File: src/dpm_pkg.sv
// ----------------------------------------------------------------------------
// dpm_pkg
// Shared types and constants of the DC power meter front end.
// ----------------------------------------------------------------------------
package dpm_pkg;

  localparam int ADC_BITS   = 12;
  localparam int IN_TDATA_W = ((ADC_BITS + 7) / 8) * 8;
  localparam int DIFF_W     = ADC_BITS + 1;

  localparam int CUR_W  = 21;
  localparam int VOLT_W = 32;
  localparam int POW_W  = 56;

  localparam int OUT_FIELDS_W = ADC_BITS + CUR_W + VOLT_W + POW_W;
  localparam int OUT_TDATA_W  = ((OUT_FIELDS_W + 7) / 8) * 8;

  // shared multiplier operand and product widths
  localparam int MUL_A_W = 32;
  localparam int MUL_B_W = 25;
  localparam int PROD_W  = 60;
  localparam int MAG_W   = 33;

  localparam int CUR_SHIFT  = 16;
  localparam int VOLT_SHIFT = 24;

  localparam logic [ADC_BITS-1:0] EMPTY_CODE   = ADC_BITS'(2048);
  localparam logic [ADC_BITS-1:0] OFFSET_RESET = ADC_BITS'(2060);

  localparam logic [23:0]        CUR_SCALE_RESET = 24'd261152;
  localparam logic [15:0]        CUR_BP_RESET    = 16'd1000;
  localparam logic [15:0]        CUR_DB_RESET    = 16'd40;
  localparam logic signed [24:0] VOLT_SCALE_RESET = -25'sd331361;
  localparam logic [15:0]        RATIO_RESET     = 16'd256;
  localparam logic [15:0]        VOLT_DB_RESET   = 16'd50;

  localparam int CFG_IDX_W  = 3;
  localparam int CFG_DATA_W = 25;

  typedef enum logic [CFG_IDX_W-1:0] {
    CFG_CUR_SCALE_LO = 3'd0,
    CFG_CUR_SCALE_HI = 3'd1,
    CFG_CUR_BP       = 3'd2,
    CFG_CUR_DB       = 3'd3,
    CFG_VOLT_SCALE   = 3'd4,
    CFG_RATIO        = 3'd5,
    CFG_VOLT_DB      = 3'd6
  } cfg_idx_e;

  typedef enum logic [3:0] {
    S_IDLE,
    S_DIV,
    S_DIFF,
    S_MUL1,
    S_MUL2,
    S_ABS,
    S_CHK,
    S_RND,
    S_STO,
    S_PWR,
    S_DONE
  } dpm_state_e;

endpackage

File: src/dpm_div.sv
// ----------------------------------------------------------------------------
// dpm_div
// Restoring divider, one quotient bit per cycle, for the burst mean.
// ----------------------------------------------------------------------------
module dpm_div #(
  parameter int SUM_W = 20,
  parameter int CNT_W = 8
) (
  input  logic             clk_i,
  input  logic             rst_ni,
  input  logic             start_i,
  input  logic [SUM_W-1:0] dividend_i,
  input  logic [CNT_W-1:0] divisor_i,
  output logic             done_o,
  output logic [SUM_W-1:0] quotient_o
);

  localparam int STEP_W = $clog2(SUM_W + 1);

  logic              busy_q, busy_d;
  logic [STEP_W-1:0] step_q, step_d;
  logic [SUM_W-1:0]  dvd_q, dvd_d;
  logic [CNT_W-1:0]  dvs_q, dvs_d;
  logic [CNT_W-1:0]  rem_q, rem_d;
  logic [CNT_W:0]    trial;
  logic              fits;

  // remainder stays below the divisor, so one extra bit holds the trial
  assign trial = {rem_q, dvd_q[SUM_W-1]};
  assign fits  = trial >= {1'b0, dvs_q};

  always_comb begin
    busy_d = busy_q;
    step_d = step_q;
    dvd_d  = dvd_q;
    dvs_d  = dvs_q;
    rem_d  = rem_q;
    if (start_i) begin
      busy_d = 1'b1;
      step_d = STEP_W'(SUM_W);
      dvd_d  = dividend_i;
      dvs_d  = divisor_i;
      rem_d  = '0;
    end else if (busy_q) begin
      if (step_q != '0) begin
        step_d = step_q - STEP_W'(1);
        dvd_d  = {dvd_q[SUM_W-2:0], fits};
        rem_d  = fits ? CNT_W'(trial - {1'b0, dvs_q}) : trial[CNT_W-1:0];
      end else begin
        busy_d = 1'b0;
      end
    end
  end

  always_ff @(posedge clk_i or negedge rst_ni) begin
    if (!rst_ni) begin
      busy_q <= 1'b0;
      step_q <= '0;
    end else begin
      busy_q <= busy_d;
      step_q <= step_d;
    end
  end

  always_ff @(posedge clk_i) begin
    dvd_q <= dvd_d;
    dvs_q <= dvs_d;
    rem_q <= rem_d;
  end

  assign done_o     = busy_q && (step_q == '0);
  assign quotient_o = dvd_q;

`ifndef SYNTH
  a_div_nonzero: assert property (@(posedge clk_i) disable iff (!rst_ni)
    busy_q |-> (dvs_q != '0))
    else $error("divider running with zero divisor");

  a_div_done_once: assert property (@(posedge clk_i) disable iff (!rst_ni)
    done_o |=> !done_o)
    else $error("divider done held for two cycles");

  a_div_rem_bound: assert property (@(posedge clk_i) disable iff (!rst_ni)
    busy_q |-> (rem_q < dvs_q))
    else $error("divider remainder not below divisor");
`endif

endmodule

File: src/dpm_mul.sv
// ----------------------------------------------------------------------------
// dpm_mul
// Shared signed multiplier with a registered product.
// ----------------------------------------------------------------------------
module dpm_mul (
  input  logic                               clk_i,
  input  logic                               en_i,
  input  logic signed [dpm_pkg::MUL_A_W-1:0] a_i,
  input  logic signed [dpm_pkg::MUL_B_W-1:0] b_i,
  output logic signed [dpm_pkg::PROD_W-1:0]  p_o
);

  import dpm_pkg::*;

  logic signed [PROD_W-1:0] prod;
  logic signed [PROD_W-1:0] p_q;

  // operands sign-extend to the product width before the multiply
  assign prod = a_i * b_i;

  always_ff @(posedge clk_i) begin
    if (en_i) begin
      p_q <= prod;
    end
  end

  assign p_o = p_q;

endmodule

File: src/dc_power_meter_front_end.sv
// ----------------------------------------------------------------------------
// dc_power_meter_front_end
// Burst averaging, tare and scaling of current and voltage ADC samples,
// with power from the newest voltage and current.
//
//   channel  dir  width     fields (low bit up)
//   s_axis   in   16/3/1    tdata: sample; tuser: mode, channel, sample_ok;
//                           tlast: last_sample
//   m_axis   out  128/2     tdata: average_code, current_ma, voltage_mv,
//                           power_uw; tuser: result_channel, tared
//   cfg      in   1/3/25    write enable, register index, write data
//
// Words without tlast are accumulated with tready high. After a last word
// tready stays low while the burst is finished: the bit-serial mean divider,
// skipped when no sample is good, then either the tare offset store or the
// shared multiplier and rounding steps, with a second current product when
// the high gain is needed, and last the power product and the final step.
// The result waits in an output register, so the next burst is taken while it
// is unread; a second finished burst holds in the final step until that
// register frees up.
// Reset clears all control state and loads the register and offset defaults.
// ----------------------------------------------------------------------------
module dc_power_meter_front_end #(
  parameter int MAX_SAMPLES = 128
) (
  input  logic                                clk_i,
  input  logic                                rst_ni,
  // sample stream
  input  logic                                s_axis_tvalid,
  output logic                                s_axis_tready,
  input  logic [dpm_pkg::IN_TDATA_W-1:0]      s_axis_tdata,  // sample
  input  logic [2:0]                          s_axis_tuser,  // mode, channel, sample_ok
  input  logic                                s_axis_tlast,
  // result stream
  output logic                                m_axis_tvalid,
  input  logic                                m_axis_tready,
  // average_code, current_ma, voltage_mv, power_uw
  output logic [dpm_pkg::OUT_TDATA_W-1:0]     m_axis_tdata,
  output logic [1:0]                          m_axis_tuser,  // result_channel, tared
  // configuration
  input  logic                                cfg_we_i,
  input  logic [dpm_pkg::CFG_IDX_W-1:0]       cfg_idx_i,
  input  logic [dpm_pkg::CFG_DATA_W-1:0]      cfg_wdata_i
);

  import dpm_pkg::*;

  localparam int CNT_W = $clog2(MAX_SAMPLES + 1);
  localparam int SUM_W = ADC_BITS + CNT_W;

  // configuration registers
  logic [23:0]        cur_scale_lo_q, cur_scale_hi_q;
  logic [15:0]        cur_bp_q, cur_db_q, ratio_q, volt_db_q;
  logic signed [24:0] volt_scale_q;

  always_ff @(posedge clk_i or negedge rst_ni) begin
    if (!rst_ni) begin
      cur_scale_lo_q <= CUR_SCALE_RESET;
      cur_scale_hi_q <= CUR_SCALE_RESET;
      cur_bp_q       <= CUR_BP_RESET;
      cur_db_q       <= CUR_DB_RESET;
      volt_scale_q   <= VOLT_SCALE_RESET;
      ratio_q        <= RATIO_RESET;
      volt_db_q      <= VOLT_DB_RESET;
    end else if (cfg_we_i) begin
      unique case (cfg_idx_i)
        CFG_CUR_SCALE_LO: cur_scale_lo_q <= cfg_wdata_i[23:0];
        CFG_CUR_SCALE_HI: cur_scale_hi_q <= cfg_wdata_i[23:0];
        CFG_CUR_BP:       cur_bp_q       <= cfg_wdata_i[15:0];
        CFG_CUR_DB:       cur_db_q       <= cfg_wdata_i[15:0];
        CFG_VOLT_SCALE:   volt_scale_q   <= $signed(cfg_wdata_i[24:0]);
        CFG_RATIO:        ratio_q        <= cfg_wdata_i[15:0];
        CFG_VOLT_DB:      volt_db_q      <= cfg_wdata_i[15:0];
        default: ;
      endcase
    end
  end

  // input word
  logic                in_acc;
  logic                in_mode, in_chan, in_ok;
  logic [ADC_BITS-1:0] in_smp;

  assign in_mode = s_axis_tuser[0];
  assign in_chan = s_axis_tuser[1];
  assign in_ok   = s_axis_tuser[2];
  assign in_smp  = s_axis_tdata[ADC_BITS-1:0];

  // state
  dpm_state_e                state_q, state_d;
  logic [SUM_W-1:0]          sum_q, sum_d, sum_nxt;
  logic [CNT_W-1:0]          good_q, good_d, good_nxt;
  logic [CNT_W-1:0]          burst_q, burst_d;
  logic                      take;
  logic                      mode_q, mode_d, chan_q, chan_d;
  logic                      second_q, second_d;
  logic [ADC_BITS-1:0]       avg_q, avg_d;
  logic [ADC_BITS-1:0]       cur_off_q, cur_off_d, volt_off_q, volt_off_d;
  logic signed [DIFF_W-1:0]  d_q, d_d;
  logic [PROD_W-1:0]         mag_q, mag_d;
  logic                      neg_q, neg_d;
  logic [MAG_W-1:0]          msat_q, msat_d;
  logic signed [CUR_W-1:0]   cur_q, cur_d;
  logic signed [VOLT_W-1:0]  volt_q, volt_d;
  logic                      out_valid_q, out_valid_d;
  logic [OUT_TDATA_W-1:0]    out_data_q, out_data_d;
  logic [1:0]                out_user_q, out_user_d;

  // mean divider and shared multiplier
  logic                        div_start, div_done;
  logic [SUM_W-1:0]            div_quo;
  logic                        mul_en;
  logic signed [MUL_A_W-1:0]   mul_a;
  logic signed [MUL_B_W-1:0]   mul_b;
  logic signed [PROD_W-1:0]    prod;

  dpm_div #(
    .SUM_W (SUM_W),
    .CNT_W (CNT_W)
  ) u_div (
    .clk_i      (clk_i),
    .rst_ni     (rst_ni),
    .start_i    (div_start),
    .dividend_i (sum_nxt),
    .divisor_i  (good_nxt),
    .done_o     (div_done),
    .quotient_o (div_quo)
  );

  dpm_mul u_mul (
    .clk_i (clk_i),
    .en_i  (mul_en),
    .a_i   (mul_a),
    .b_i   (mul_b),
    .p_o   (prod)
  );

  assign s_axis_tready = (state_q == S_IDLE);
  assign in_acc        = s_axis_tvalid && s_axis_tready;

  // accumulation including the word on the bus
  assign take     = burst_q < CNT_W'(MAX_SAMPLES);
  assign sum_nxt  = (take && in_ok) ? sum_q + SUM_W'(in_smp) : sum_q;
  assign good_nxt = (take && in_ok) ? good_q + CNT_W'(1) : good_q;

  // rounding helpers
  logic [PROD_W:0]  rnd_sum;
  logic [PROD_W:0]  rnd_val;
  logic [MAG_W-1:0] lim;
  logic [MAG_W-1:0] neg_val;
  logic             in_db;

  always_comb begin
    if (chan_q) begin
      rnd_sum = {1'b0, mag_q} + ((PROD_W+1)'(1) << (VOLT_SHIFT - 1));
      rnd_val = rnd_sum >> VOLT_SHIFT;
      lim     = neg_q ? (MAG_W'(1) << (VOLT_W - 1))
                      : (MAG_W'(1) << (VOLT_W - 1)) - MAG_W'(1);
      in_db   = msat_q < MAG_W'(volt_db_q);
    end else begin
      rnd_sum = {1'b0, mag_q} + ((PROD_W+1)'(1) << (CUR_SHIFT - 1));
      rnd_val = rnd_sum >> CUR_SHIFT;
      lim     = neg_q ? (MAG_W'(1) << (CUR_W - 1))
                      : (MAG_W'(1) << (CUR_W - 1)) - MAG_W'(1);
      in_db   = msat_q < MAG_W'(cur_db_q);
    end
    neg_val = MAG_W'(0) - msat_q;
  end

  always_comb begin
    state_d     = state_q;
    sum_d       = sum_q;
    good_d      = good_q;
    burst_d     = burst_q;
    mode_d      = mode_q;
    chan_d      = chan_q;
    second_d    = second_q;
    avg_d       = avg_q;
    cur_off_d   = cur_off_q;
    volt_off_d  = volt_off_q;
    d_d         = d_q;
    mag_d       = mag_q;
    neg_d       = neg_q;
    msat_d      = msat_q;
    cur_d       = cur_q;
    volt_d      = volt_q;
    out_valid_d = out_valid_q && !m_axis_tready;
    out_data_d  = out_data_q;
    out_user_d  = out_user_q;
    div_start   = 1'b0;
    mul_en      = 1'b0;
    mul_a       = '0;
    mul_b       = '0;

    unique case (state_q)
      S_IDLE: begin
        if (in_acc) begin
          if (s_axis_tlast) begin
            sum_d   = '0;
            good_d  = '0;
            burst_d = '0;
            mode_d  = in_mode;
            chan_d  = in_chan;
            if (good_nxt == '0) begin
              avg_d   = EMPTY_CODE;
              state_d = S_DIFF;
            end else begin
              div_start = 1'b1;
              state_d   = S_DIV;
            end
          end else begin
            sum_d   = sum_nxt;
            good_d  = good_nxt;
            burst_d = take ? burst_q + CNT_W'(1) : burst_q;
          end
        end
      end
      S_DIV: begin
        if (div_done) begin
          avg_d   = div_quo[ADC_BITS-1:0];
          state_d = S_DIFF;
        end
      end
      S_DIFF: begin
        if (mode_q) begin
          if (chan_q) begin
            volt_off_d = avg_q;
          end else begin
            cur_off_d = avg_q;
          end
          state_d = S_PWR;
        end else begin
          d_d = $signed({1'b0, avg_q}) -
                $signed({1'b0, chan_q ? volt_off_q : cur_off_q});
          state_d = S_MUL1;
        end
      end
      S_MUL1: begin
        mul_en   = 1'b1;
        second_d = 1'b0;
        if (chan_q) begin
          // voltage: difference times ratio first, gain next
          mul_a   = MUL_A_W'(d_q);
          mul_b   = $signed(MUL_B_W'(ratio_q));
          state_d = S_MUL2;
        end else begin
          mul_a   = $signed(MUL_A_W'(cur_scale_lo_q));
          mul_b   = MUL_B_W'(d_q);
          state_d = S_ABS;
        end
      end
      S_MUL2: begin
        mul_en   = 1'b1;
        second_d = 1'b1;
        if (chan_q) begin
          mul_a = prod[MUL_A_W-1:0];
          mul_b = MUL_B_W'(volt_scale_q);
        end else begin
          mul_a = $signed(MUL_A_W'(cur_scale_hi_q));
          mul_b = MUL_B_W'(d_q);
        end
        state_d = S_ABS;
      end
      S_ABS: begin
        neg_d   = prod[PROD_W-1];
        mag_d   = prod[PROD_W-1] ? PROD_W'(-prod) : PROD_W'(prod);
        state_d = (!chan_q && !second_q) ? S_CHK : S_RND;
      end
      S_CHK: begin
        // breakpoint on the exact low-gain product
        state_d = (mag_q > (PROD_W'(cur_bp_q) << CUR_SHIFT)) ? S_MUL2 : S_RND;
      end
      S_RND: begin
        msat_d  = (rnd_val >= (PROD_W+1)'(lim)) ? lim : rnd_val[MAG_W-1:0];
        state_d = S_STO;
      end
      S_STO: begin
        if (chan_q) begin
          volt_d = in_db ? '0 : (neg_q ? neg_val[VOLT_W-1:0] : msat_q[VOLT_W-1:0]);
        end else begin
          cur_d = in_db ? '0 : (neg_q ? neg_val[CUR_W-1:0] : msat_q[CUR_W-1:0]);
        end
        state_d = S_PWR;
      end
      S_PWR: begin
        mul_en  = 1'b1;
        mul_a   = MUL_A_W'(volt_q);
        mul_b   = MUL_B_W'(cur_q);
        state_d = S_DONE;
      end
      S_DONE: begin
        if (!out_valid_q || m_axis_tready) begin
          out_valid_d = 1'b1;
          out_data_d  = OUT_TDATA_W'({prod[POW_W-1:0], volt_q, cur_q, avg_q});
          out_user_d  = {mode_q, chan_q};
          state_d     = S_IDLE;
        end
      end
      default: state_d = S_IDLE;
    endcase
  end

  always_ff @(posedge clk_i or negedge rst_ni) begin
    if (!rst_ni) begin
      state_q     <= S_IDLE;
      sum_q       <= '0;
      good_q      <= '0;
      burst_q     <= '0;
      second_q    <= 1'b0;
      cur_off_q   <= OFFSET_RESET;
      volt_off_q  <= OFFSET_RESET;
      cur_q       <= '0;
      volt_q      <= '0;
      out_valid_q <= 1'b0;
    end else begin
      state_q     <= state_d;
      sum_q       <= sum_d;
      good_q      <= good_d;
      burst_q     <= burst_d;
      second_q    <= second_d;
      cur_off_q   <= cur_off_d;
      volt_off_q  <= volt_off_d;
      cur_q       <= cur_d;
      volt_q      <= volt_d;
      out_valid_q <= out_valid_d;
    end
  end

  always_ff @(posedge clk_i) begin
    mode_q     <= mode_d;
    chan_q     <= chan_d;
    avg_q      <= avg_d;
    d_q        <= d_d;
    mag_q      <= mag_d;
    neg_q      <= neg_d;
    msat_q     <= msat_d;
    out_data_q <= out_data_d;
    out_user_q <= out_user_d;
  end

  assign m_axis_tvalid = out_valid_q;
  assign m_axis_tdata  = out_data_q;
  assign m_axis_tuser  = out_user_q;

`ifndef SYNTH
  a_burst_bound: assert property (@(posedge clk_i) disable iff (!rst_ni)
    burst_q <= CNT_W'(MAX_SAMPLES))
    else $error("burst count beyond sample limit");

  a_good_le_burst: assert property (@(posedge clk_i) disable iff (!rst_ni)
    good_q <= burst_q)
    else $error("good count exceeds burst count");

  a_last_stalls: assert property (@(posedge clk_i) disable iff (!rst_ni)
    (in_acc && s_axis_tlast) |=> !s_axis_tready)
    else $error("input still ready after last word of a burst");

  a_result_from_done: assert property (@(posedge clk_i) disable iff (!rst_ni)
    $rose(m_axis_tvalid) |-> $past(state_q == S_DONE))
    else $error("result raised outside the final step");
`endif

endmodule
File: config.mk
export PLATFORM = sky130hd
export DESIGN_NAME = dc_power_meter_front_end
export DESIGN_NICKNAME = d
export VERILOG_FILES = /design/src/dpm_pkg.sv /design/src/dpm_div.sv /design/src/dpm_mul.sv /design/src/dc_power_meter_front_end.sv
export SDC_FILE = /design/constraint.sdc
export NUM_CORES = 2
export LEC_CHECK = 0
export ABC_AREA = 1
export BUFFER_PORTS_ARGS = -buffer_cell sky130_fd_sc_hd__buf_2
export CAP_MARGIN = 0
export CORE_UTILIZATION = 30
export DETAILED_ROUTE_END_ITERATION = 8
export SLEW_MARGIN = 20
export SYNTH_ARGS = -nofsm -noshare
export SYNTH_HDL_FRONTEND = slang
export SYNTH_SLANG_ARGS = --single-unit
File: constraint.sdc
create_clock -name clk_i -period 9.2 [get_ports clk_i]
set_clock_uncertainty 0.05 [all_clocks]
set_input_delay 0.46 -clock clk_i [delete_from_list [all_inputs] [get_ports clk_i]]
set_output_delay 0.46 -clock clk_i [all_outputs]
set_load 0.03 [all_outputs]
# Yosys cells after proc, flatten, opt, wreduce, memory -nomap -nowiden
# Index checks and enable logic that the tools add are counted.
# classes
n_addsub,10
multipliers,1
magnitude_cmp,6
n_eq_ne,21
muxes,57
n_bitwise,2
reduce_logical,41
# ops
cell,count
32-bit two-way mux,6
20-bit two-way mux,5
32-bit case mux with 3 select lines,1
25-bit case mux with 3 select lines,1
33-bit by 16-bit less-than comparator with 1-bit output,2
21-bit two-way mux,3
"60-bit by 16-bit adder with 61-bit output, second input constant",1
"60-bit by 24-bit adder with 61-bit output, second input constant",1
61-bit by 33-bit >= comparator with 1-bit output,1
60-bit by 32-bit > comparator with 1-bit output,1
12-bit two-way mux,5
60-bit negator,1
59-bit two-way mux,1
32-bit by 25-bit multiplier with 57-bit output,1
25-bit two-way mux,2
45-bit two-way mux,1
4-bit case mux with 11 select lines,1
8-bit two-way mux,5
33-bit two-way mux,1
"1-bit by 32-bit subtractor with 32-bit output, first input constant",1
2-bit AND reduction,14
12-bit case mux with 2 select lines,1
20-bit by 12-bit adder with 20-bit output,1
4-bit two-way mux,5
other kinds (33),76
# totals
ff_bits,602
input_bits,53
elab_cells,171

# Longest topological paths before layout
# depth
word_depth,10
ltp_mapped,39
depth_no_buf,37

# Hierarchy
# From an unflattened synthesis, not the netlist that was laid out.
# hier_totals
hier_cells,7758
area_unflattened_um2,62722.7
# by_module_without_submodules
mod,n_inst,cells_each,area_each_um2
dpm_mul,1,4285,32905.3
dc_power_meter_front_end,1,3214,27607.7
dpm_div,1,259,2209.6

# Least setup slack after synthesis
# No wires, ideal clock.
# synth_path
kind,reg-to-reg
from,reg chan_q
to,"reg u_mul.p_q[54], in the netlist u_mul.p_o[54] (data pin)"
arrival_time_ns,7.970
slack_ns,0.915
stages_incl_launch_ff,30
path_buffers,3
period_less_slack_ns,8.285
cell_sequence,edfxtp_1 -> inv_2 -> clkbuf_1 -> clkbuf_1 -> nand2_1 -> o2111ai_1 -> clkbuf_1 -> nand2_1 -> inv_1 -> fa_1 -> fa_1 -> inv_1 -> fa_1 -> inv_1 -> fa_1 -> fa_1 -> fa_1 -> inv_1 -> fa_1 -> inv_1 -> ha_1 -> nand2_1 -> nor2_1 -> inv_1 -> nor2_1 -> inv_1 -> nor4_1 -> nand3_1 -> o21ai_0 -> xor2_1
# synth_between
elab_chain_cells,3
elab_cells_between_ends,7
classes_between,mul (1); mux (6)
# synth_lines
element,line,rtl
from (decl),dc_power_meter_front_end.sv:95,"logic mode_q, mode_d, chan_q, chan_d;"
from (signal assigned),dc_power_meter_front_end.sv:331,chan_q <= chan_d;
"32-bit two-way mux, or another cell as far along",dc_power_meter_front_end.sv:255,if (chan_q) begin
32-bit case mux with 3 select lines / 25-bit case mux with 3 select lines (equally long branches),dc_power_meter_front_end.sv:195,unique case (state_q)
32-bit by 25-bit multiplier with 57-bit output (*),dpm_mul.sv:19,assign prod = a_i * b_i;
via u_mul.prod[54],dpm_mul.sv:15,logic signed [PROD_W-1:0] prod;
to (signal assigned),dpm_mul.sv:23,p_q <= prod;
to (decl),dpm_mul.sv:16,logic signed [PROD_W-1:0] p_q;
# The timed path passes the listed nets; every way through them passes the cells marked *.
# A chain may end at the register's enable or synchronous reset.

# Final worst setup path
# layout_path
from,reg state_q[2]
to,"reg u_mul.p_q[53], in the netlist u_mul.p_o[53] (data pin)"
# layout_between
elab_chain_cells,3
elab_cells_between_ends,6
classes_between,mul (1); eq/ne (3); mux (2)
# layout_lines
element,line,rtl
from (decl),dc_power_meter_front_end.sv:90,"dpm_state_e state_q, state_d;"
from (signal assigned),dc_power_meter_front_end.sv:316,state_q <= state_d;
"4-bit == test, or another cell as far along",dc_power_meter_front_end.sv:195,
32-bit case mux with 3 select lines / 25-bit case mux with 3 select lines (equally long branches),dc_power_meter_front_end.sv:195,
32-bit by 25-bit multiplier with 57-bit output (*),dpm_mul.sv:19,
via u_mul.prod[53],dpm_mul.sv:15,
# Marked as above.

==> summary.md <==
| Metric | Value |
|---|---|
| Setup TNS after final layout | `0 ns` |
| Area grow syn2layout | `11.7%` |
| Total Routing Usage GR | `19.5%` |
| Reg2Reg Setup Slack | `0.36 ns` |
| Primary flip-flop cell chosen by synthesis mapping | `sky130_fd_sc_hd__edfxtp_1` |
| Height of the chip | `451 um` |
| Leak pwr | `0.0354 uW` |
| Std-Cell Core Area | `200000 um^2` |
| RSZ-0062 raised after global routing | `false` |
| Final cell area excluding filler cells | `67700 um^2` |
| Std cell rows | `164` |
| Half-perimeter wire length after detailed placement | `159000 um` |
| CP bufs+invs | `14` |
| Cells after Synth | `7165` |
| Logic gate share of total power | `49.3%` |
| Ports | `185` |
| Count of unresolved DRC violations after routing | `0` |
| Die Area | `204000 um^2` |
| #FFs+latches synth | `599` |
| Final core utilization | `33.8%` |
| GR met2 Demand/Resource | `31.8%` |
| Path class of the lowest-slack min-delay path | `in -> reg` |
| Worst hold margin | `0.0936 ns` |
| Share of synthesized registers carrying an async set or reset | `43.7%` |
| Crit path top cell by count | `sky130_fd_sc_hd__inv_1` |
| Share of total power in sequential cells | `32.0%` |
| Post-detailed-routing wire length | `198000 um` |
| Slowest library cell on the worst path | `sky130_fd_sc_hd__fa_1` |
| Most used routing layer in global routing | `met2` |
| # fillers | `20.9k` |
| Slew Viols, Final | `0` |
| Synth unique cells | `67` |
| Area of the mapped netlist | `60600 um^2` |
| Overflow after GRT | `0` |
| Global-route met3 utilization | `2.66%` |
| Net switching power of the design | `7100 uW` |
| Hold violation count in the final report | `0` |
| Initial DRC count | `3804` |
| Critical Path Start Type | `register` |
| CTS sink cnt | `599` |
| Total instance count after detailed placement | `9886` |
| Final critical-path required period | `8.84 ns` |
| Level count of the clock H-tree | `3` |
| Port Buf Inserts | `173` |
| GRT met1 Usage | `25.7%` |
| First-pass GRT wire length | `302000 um` |
| Detail Route Antenna Nets | `0` |
| Worst relative slew slack | `25.5%` |
| Placer's final routability congestion estimate | `0.957` |
| Average cell area after synthesis | `8.46 um^2` |
| Maximum number of pins on one net before global-route repair | `103` |
| Critical setup path kind | `reg -> reg` |
| Initial Utilization | `30.3%` |
| Via Count | `47.9k` |
| EDFF count, synth | `329` |
| Power share of the clock group | `18.6%` |
| Die width | `451 um` |
| Seq/Total Area, Yosys | `27.5%` |
| Yosys warnings | `0` |
| Average vias per placed instance | `4.78` |
| Antenna violations before repair | `5` |
| Clock tree from TritonCTS | `yes` |
| Slowest cell delay on critical path | `0.55 ns` |
| Part of the cycle the worst path needs | `96.1%` |
| Master cell of the clock root buffer | `sky130_fd_sc_hd__clkbuf_16` |
| Signal arrival time at the worst endpoint | `9.30 ns` |
| Slew at the pin closest to its max-slew limit | `1.11 ns` |
| Number of global-route vias before repair | `49.0k` |
| Status | `finished clean` |
| Ratio of total power to cell area | `220 nW/um^2` |
| Crit path max fanout | `15` |
| Switching Share | `47.6%` |
| Routed wire per std cell | `19.7 um` |
| DP Area | `65300 um^2` |
| Worst vdd rail ir drop | `0.156 mV` |
| CP Data Required Time | `9.65 ns` |
| Number of search-and-repair iterations in the first detailed-routing pass | `6` |
| Bufs on Longest Clock Path | `3` |
| Finish-stage setup viols | `0` |
| Max Fclk | `113 MHz` |
| Share of layout cells above drive strength 1 | `7.81%` |
| Total CTS buffers | `69` |
| Category of the worst setup path capture point | `register` |
| Internal power | `7810 uW` |
| Worst path top cell family by delay | `adder cells` |
| Final cell count without fillers | `10.0k` |
| Clock latency on the worst-skew pair | `0.70 ns` |
| Total Nets Final | `8459` |
| Post-CTS clock slew at the launch and capture registers of the worst setup and hold paths | `0.06 ns` |
| Max-cap violations | `0` |
==> Yosys cell counts (7+ instances only) <==
library cell | count | area, um^2
sky130_fd_sc_hd__nand2_1 | 1799 | 6750
sky130_fd_sc_hd__inv_1 | 1702 | 6390
sky130_fd_sc_hd__fa_1 | 822 | 16500
sky130_fd_sc_hd__o21ai_0 | 372 | 1860
sky130_fd_sc_hd__edfxtp_1 | 329 | 9880
sky130_fd_sc_hd__nor2_1 | 324 | 1220
sky130_fd_sc_hd__ha_1 | 275 | 3440
sky130_fd_sc_hd__dfrtp_1 | 208 | 5200
sky130_fd_sc_hd__a21oi_1 | 193 | 966
sky130_fd_sc_hd__clkbuf_1 | 184 | 691
sky130_fd_sc_hd__nand3_1 | 171 | 856
sky130_fd_sc_hd__xor2_1 | 152 | 1330
sky130_fd_sc_hd__nand4_1 | 95 | 594
sky130_fd_sc_hd__buf_2 | 59 | 295
sky130_fd_sc_hd__dfstp_2 | 54 | 1420
sky130_fd_sc_hd__xnor2_1 | 54 | 473
sky130_fd_sc_hd__nor3_1 | 51 | 255
sky130_fd_sc_hd__nor4_1 | 37 | 231
sky130_fd_sc_hd__a31oi_1 | 23 | 144
sky130_fd_sc_hd__a21o_1 | 19 | 143
sky130_fd_sc_hd__nand2_2 | 17 | 106
sky130_fd_sc_hd__nor2_2 | 16 | 100
sky130_fd_sc_hd__o21bai_1 | 14 | 105
sky130_fd_sc_hd__o2111ai_1 | 13 | 114
sky130_fd_sc_hd__o211ai_1 | 13 | 97.6
sky130_fd_sc_hd__a221o_1 | 12 | 120
sky130_fd_sc_hd__o22ai_1 | 11 | 68.8
sky130_fd_sc_hd__buf_4 | 10 | 75.1
sky130_fd_sc_hd__mux2i_1 | 10 | 100
sky130_fd_sc_hd__or2_2 | 9 | 56.3
sky130_fd_sc_hd__dfxtp_1 | 8 | 160
sky130_fd_sc_hd__nand3b_1 | 8 | 60.1
sky130_fd_sc_hd__nor2_4 | 8 | 90.1
sky130_fd_sc_hd__a221oi_1 | 7 | 61.3
sky130_fd_sc_hd__buf_1 | 7 | 26.3
sky130_fd_sc_hd__o21a_1 | 7 | 52.6
==> registers in the layout (all words and copies together), names as in the netlist, 20 cells and up <==
signal and flops:
cur_scale_lo_q 24, u_div.quotient_o 20, u_mul.p_o 57, m_axis_tdata 121, cur_scale_hi_q 24, volt_scale_q 25
cur_q 21, sum_q 20, volt_q 32, mag_q 60, msat_q 33
==> final cells by class <==
class                           instances  area (um^2)  area share [%]
Multi-Input combinational cell       4606        36600            54.1
Sequential cell                       599        16700            24.6
Inverter                             1708         6420            9.49
Tap cell                             2656         3320            4.91
Timing Repair Buffer                  325         2360            3.48
Clock buffer                           95         1840            2.73
Clock inverter                         33          395           0.584
Antenna cell                            7         17.5          0.0259
==> cell usage in the layout, fill, tap and decap left out, types with 9 or more instances in the layout <==
cell type and count:
sky130_fd_sc_hd__a21o_1 19, sky130_fd_sc_hd__nand4_1 95, sky130_fd_sc_hd__clkbuf_1 24, sky130_fd_sc_hd__or2_2 9, sky130_fd_sc_hd__ha_1 275, sky130_fd_sc_hd__xor2_1 152, sky130_fd_sc_hd__buf_12 26, sky130_fd_sc_hd__buf_4 121
sky130_fd_sc_hd__a31oi_1 23, sky130_fd_sc_hd__mux2i_1 10, sky130_fd_sc_hd__xnor2_1 54, sky130_fd_sc_hd__nand2_2 19, sky130_fd_sc_hd__nand2_1 1797, sky130_fd_sc_hd__a221o_1 11, sky130_fd_sc_hd__conb_1 11, sky130_fd_sc_hd__o22ai_1 11
sky130_fd_sc_hd__nor3_1 51, sky130_fd_sc_hd__nor2_2 20, sky130_fd_sc_hd__buf_2 172, sky130_fd_sc_hd__a21oi_1 193, sky130_fd_sc_hd__edfxtp_1 329, sky130_fd_sc_hd__nor4_1 36, sky130_fd_sc_hd__clkbuf_16 69, sky130_fd_sc_hd__inv_1 1700
sky130_fd_sc_hd__o21bai_1 14, sky130_fd_sc_hd__o21ai_0 372, sky130_fd_sc_hd__nor2_1 315, sky130_fd_sc_hd__dfstp_2 54, sky130_fd_sc_hd__o2111ai_2 10, sky130_fd_sc_hd__dfrtp_1 208, sky130_fd_sc_hd__clkinv_1 10, sky130_fd_sc_hd__fa_1 821
sky130_fd_sc_hd__o211ai_1 13, sky130_fd_sc_hd__nor2_4 13, sky130_fd_sc_hd__nand3_1 170
==> metal layers <==
| layer | wire length, um | part of all wire, % |
|---|---|---|
| met5 | 0 | 0 |
| met4 | 9910 | 5.0 |
| met3 | 13600 | 6.9 |
| met2 | 91800 | 46 |
| met1 | 82200 | 42 |
==> power by group through the flow <==
| stage | sequential, uW | combinational [uW] | clock (uW) |
|---|---|---|---|
| after floorplan | 4360 | 4740 | 0 |
| after global placement | 4810 | 7220 | 0 |
| after detailed placement | 4820 | 7330 | 0 |
| after CTS | 4780 | 7370 | 2850 |
| after global routing | 4820 | 8190 | 2950 |
| final | 4780 | 7350 | 2780 |
==> final timing paths <==
| kind | start | endpoint | cells after the start |
|---|---|---|---|
| hold / removal | s_axis_tlast | burst_q[0] | 4 |
| setup / recovery | state_q[2] | u_mul.p_o[53] | 35 |
| max in group asynchronous | rst_ni | cur_scale_lo_q[3] | 4 |
| hold reg to reg | volt_db_q[14] | volt_db_q[14] | 2 |
| min in group asynchronous | rst_ni | burst_q[0] | 2 |
| setup reg to reg | state_q[2] | u_mul.p_o[53] | 35 |
==> kinds of logic (layout without fill, tap and decap cells) <==
family | count (synthesis) | after routing | synth area share, %
AO/OA/AOI/OAI | 727 | 727 | 6.75
XOR/XNOR | 206 | 206 | 2.98
adder cells (fa/ha/maj) | 1097 | 1097 | 32.8
buffers and inverters | 1970 | 2161 | 12.4
flip-flops | 599 | 599 | 27.5
multiplexers | 11 | 11 | 0.184
other | 1 | 18 | 0.00619
AND/OR/NAND/NOR | 2554 | 2554 | 17.3
==> what timing repair did <==
action | CTS | global route
gates resized for setup | 0 | 11
buffers inserted | 0 | 4
setup endpoints to repair | 0 | 16
hold buffers | 4 | 0
hold endpoints to repair | 91 | 0
==> worst reg2reg max path, delay by kind of cell (launching register included) <==
kind	cells	cell delay (ns)
AO/OA/AOI/OAI	4	1.32
XOR/XNOR	1	0.24
adder cells (fa/ha/maj)	8	3.90
buffers and inverters	14	1.89
flip-flops	1	0.39
AND/OR/NAND/NOR	8	0.87
==> metrics by stage <==
step,setup slack (ns),total power (uW)
final,0.355,14900
after global routing,0.00836,16000
after CTS,0.292,15000
after detailed placement,0.313,12100
after global placement,0.251,12000
after floorplan,0.915,9100
Power figures use the tool's default switching activity.
